File: src/ffba_ram.sv
// ffba_ram: generic single-write, single-read memory with registered read
// no dependencies
module ffba_ram #(
    parameter int WIDTH = 8,
    parameter int DEPTH = 64
) (
    input  logic                     i_clk,
    input  logic                     i_we,
    input  logic [$clog2(DEPTH)-1:0] i_waddr,
    input  logic [WIDTH-1:0]         i_wdata,
    input  logic [$clog2(DEPTH)-1:0] i_raddr,
    output logic [WIDTH-1:0]         o_rdata
);

    logic [WIDTH-1:0] r_mem [DEPTH];
    logic [WIDTH-1:0] r_rdata;

    always_ff @(posedge i_clk) begin
        if (i_we) begin
            r_mem[i_waddr] <= i_wdata;
        end
        r_rdata <= r_mem[i_raddr];
    end

    assign o_rdata = r_rdata;

endmodule
File: config.mk
export PLATFORM = sky130hd
export DESIGN_NAME = ffba_ram
export DESIGN_NICKNAME = d
export VERILOG_FILES = /design/src/ffba_ram.sv
export SDC_FILE = /design/constraint.sdc
export NUM_CORES = 1
export LEC_CHECK = 0
export BUFFER_PORTS_ARGS = -buffer_cell sky130_fd_sc_hd__clkbuf_2
export CAP_MARGIN = 20
export CORE_MARGIN = 3
export CORE_UTILIZATION = 42
export DETAILED_ROUTE_END_ITERATION = 8
export HOLD_SLACK_MARGIN = 0.1
export SYNTH_ARGS = -nofsm -noshare
export SYNTH_HDL_FRONTEND = slang
export SYNTH_SLANG_ARGS = --single-unit
File: constraint.sdc
create_clock -name i_clk -period 3.02 [get_ports i_clk]
set_input_delay 0.755 -clock i_clk [delete_from_list [all_inputs] [get_ports i_clk]]
set_output_delay 0.755 -clock i_clk [all_outputs]
set_load 0.02 [all_outputs]
; Yosys cells after proc, flatten, opt, wreduce, memory -nomap -nowiden
; Memories as Yosys holds them, arrays and structs flattened. A register that Yosys moved wholly into a read port is not among the register bits.
; Cells that the tools add are included.
[word_totals]
regBits = 0
memories = 1
ramBits = 512
elab_cells = 3
[op_classes]
mux = 2
[mem_list]
columns = memory, words, width, rd, rd_clocked_by_memory_dff, wr, line
row1 = r_mem, 64, 8, 1, 1, 1, 15  ; logic [WIDTH-1:0] r_mem [DEPTH];
[op_table]
columns = operator, n
row1 = $mux W1, 2

; Longest topological paths before layout
[logic_depth]
ltp_word = 2
depth_mapped = 9

; Least setup slack after synthesis
; OpenSTA, ideal clock, no wires.
[synth_path]
path_type = input to register
start = input i_raddr[1]
end = register r_rdata[3] (netlist: o_rdata[3]), read port of r_mem
stages = 7
setup_slack_ns = 0.597
arrival_ns = 2.295
path_cell_list = buf_4 -> buf_2 -> buf_2 -> mux4_2 -> mux4_2 -> o21ai_1 -> o41ai_1
[synth_lines]
columns = element, line
row1 = start: declaration, 11  ; input logic [$clog2(DEPTH)-1:0] i_raddr,
row2 = end: declaration, 16  ; logic [WIDTH-1:0] r_rdata;

==> results.cfg <==
[run_status]
status = finished, final reports clean

[worst_setup_path]
worstPathRequired_ps = 3470
crit_fanout = 17
cp-start-kind = primary input
worst-setup-path-type = in2reg
arrival_ps = 2840
worstSetupEndpointType = register

[floorplanning]
dieArea_um2 = 50680
die_w_um = 225.1
num_rows = 79
die_h_um = 225.1
start_util = 0.4295
io_pins = 30
coreArea_um2 = 46950

[sta]
max_clock_freq_mhz = 417.9
worst_slew_pin_slew_ps = 996.5
skew_ps = 16.80
period_share = 0.7923
fin_crit_ps = 2393
whs_ps = 718.6
tns_ps = 0
setup_viol_count_final = 0
drv_slew = 0
slew_headroom = 0.3356
timing.final.hold_violations = 0
rsz0062_at_grt = no

[cells_and_area]
areaGrowthSynthToFinish_pct = 16.70
nFillCells = 3695
nets = 1114
fin_util = 0.5012
diodes = 0
drive_above_1_share = 0.3228

[pwr]
leakagePower_nw = 7.597
finalPower_mw = 15.36
power-per-cell-area_nw_per_um2 = 652.7
ir_drop_mv = 0.3928

[placed_design]
port_buffers = 29
place_congestion = 0.7974
place_hpwl_um = 30140

[route]
dr.pass1.iters = 5
drc = 0
vias_per_cell = 5.681
wirelength_um = 47010
via_count = 9891
drt-initial-drc-count = 1106
wl_per_cell_um = 27.00
drtAntennaViolNets = 0

[synthesis]
yosysWarnings = 0
yosysTopAreaCell = edfxtp_1
synth_area_um2 = 20170
synthTopCellsByCount = edfxtp_1 (512), mux4_2 (126), nor2_1 (83), mux2i_1 (23), nand2_1 (19)
yosysTopAreaCellShare = 0.7624
synth_nets = 962
yosys-top-cells-area = edfxtp_1 (76%), mux4_2 (14%), nor2_1 (1.5%)
yosysMostFrequentCell = edfxtp_1
synth.avg_cell_area_um2 = 21.45
synthArstFlopShare = 0
synth_seq_cells = 520
synth_cell_types = 40
synth-edff-count = 512
syn_inst = 940
ys_seq_area_frac = 0.7703
ys.flop_type = edfxtp_1

[flow_run]
max_cap_violations = 0

[clock_network]
cts_made_buffers = 51
worstSkewPairLatency_ps = 580
cts_tree = built
clkSinkCount = 520
post-cts-setup-buffer-count = 0
cts_max_level = 2
cts_buffer_depth = 3
postCtsHoldBufs = 0
root_buffer = clkbuf_16
ctsResizeCount = 0
clk_transition_reported_paths_ps = 60

[min_path]
hold_path.class = in2reg

[global_route]
antenna_found_initial = 3
grt_usage = 0.1900
grt_max_degree = 47
grt_pass1_wl_um = 69300
grt_pass1_vias = 9999
grt-ovfl-total = 0
==> final timing paths <==
kind | start | to | slack, ps | cells after the start
max | i_raddr[0] | o_rdata[7] | 630 | 7
min | i_raddr[5] | o_rdata[1] | 720 | 3
max reg2reg | r_mem[29][6] | o_rdata[6] | 1010 | 5
min reg2reg | r_mem[30][4] | o_rdata[4] | 830 | 3
==> layout by cell type, fill, tap and decap left out, types with 2 or more instances in the layout <==
cell / netlist / routed
a2111oi_0: 2 / 2
a21oi_1: 3 / 3
nor4_1: 2 / 2
clkbuf_16: 0 / 52
nor2b_1: 14 / 14
clkbuf_2: 0 / 26
dfxtp_1: 8 / 8
o32ai_1: 2 / 2
o221ai_1: 8 / 8
nand3_1: 13 / 13
a221oi_1: 6 / 6
nand4_1: 2 / 2
o21ai_0: 2 / 2
o21a_1: 2 / 2
nand2b_1: 7 / 7
clkinv_2: 0 / 8
a22oi_1: 3 / 3
clkbuf_8: 0 / 5
o2111ai_1: 3 / 3
clkinv_1: 0 / 11
a211oi_1: 4 / 4
nor2_1: 83 / 83
o21ai_1: 2 / 2
edfxtp_1: 512 / 512
buf_12: 2 / 9
clkbuf_1: 17 / 9
nand2_1: 19 / 19
o221a_2: 2 / 2
nand3b_1: 3 / 3
buf_4: 13 / 114
mux2_2: 13 / 13
o22ai_1: 8 / 8
bufinv_16: 0 / 8
mux4_2: 126 / 126
o2bb2ai_1: 3 / 3
mux2i_1: 23 / 23
o41ai_1: 2 / 2
nor3_1: 7 / 7
==> area by class of cell <==
cell class / instances / area, um^2 / area share
clock inverters: 30 / 354.1 / 0.01505
repair buffers: 150 / 1180 / 0.05014
multi-input cells: 369 / 4315 / 0.1834
flip-flops and latches: 520 / 15530 / 0.6601
clock buffers: 65 / 1390 / 0.05907
well taps: 607 / 759.5 / 0.03227
==> power breakdown <==
group	leakage [nW]	internal (mW)	switching (mW)
sequential	4.67	7.99	0.0333
clock	0.853	3.93	2.61
combinational	2.07	0.318	0.479
total	7.60	12.2	3.12
==> worst max-delay path, cell delays in order <==
cell	delay, ps
clkbuf_8	210
buf_12	210
buf_4	170
mux4_2	510
mux4_2	480
o21ai_0	380
nand2_1	100
==> registers in the layout, summed over array words and instances (netlist names) <==
register  count
o_rdata       8
r_mem       512
==> kinds of logic after synthesis <==
kind of cell,share of synthesized area
flip-flops,0.7703
multiplexers,0.1594
AND/OR/NAND/NOR,0.03387
AO/OA/AOI/OAI,0.02072
buffers and inverters,0.01570
==> through the flow <==
step	setup WS, ps	instances	area [um^2]
global placement	-27.25	1646	21790
detailed placement	16.89	1646	21790
finish	627.3	1741	23530
CTS	640.1	1741	23530
floorplan	597.3	940	20170
global route	520.5	1741	23530
==> metal layers <==
metal / vias to the layer above / track usage / share of wire
met4: 6 / 0.06909 / 0.036
li1: 4231 / - / -
met2: 328 / 0.2895 / 0.46
met1: 5240 / 0.2793 / 0.44
met3: 86 / 0.03270 / 0.061
met5: - / 0 / 0.00094
Power figures use the tool's default switching activity.
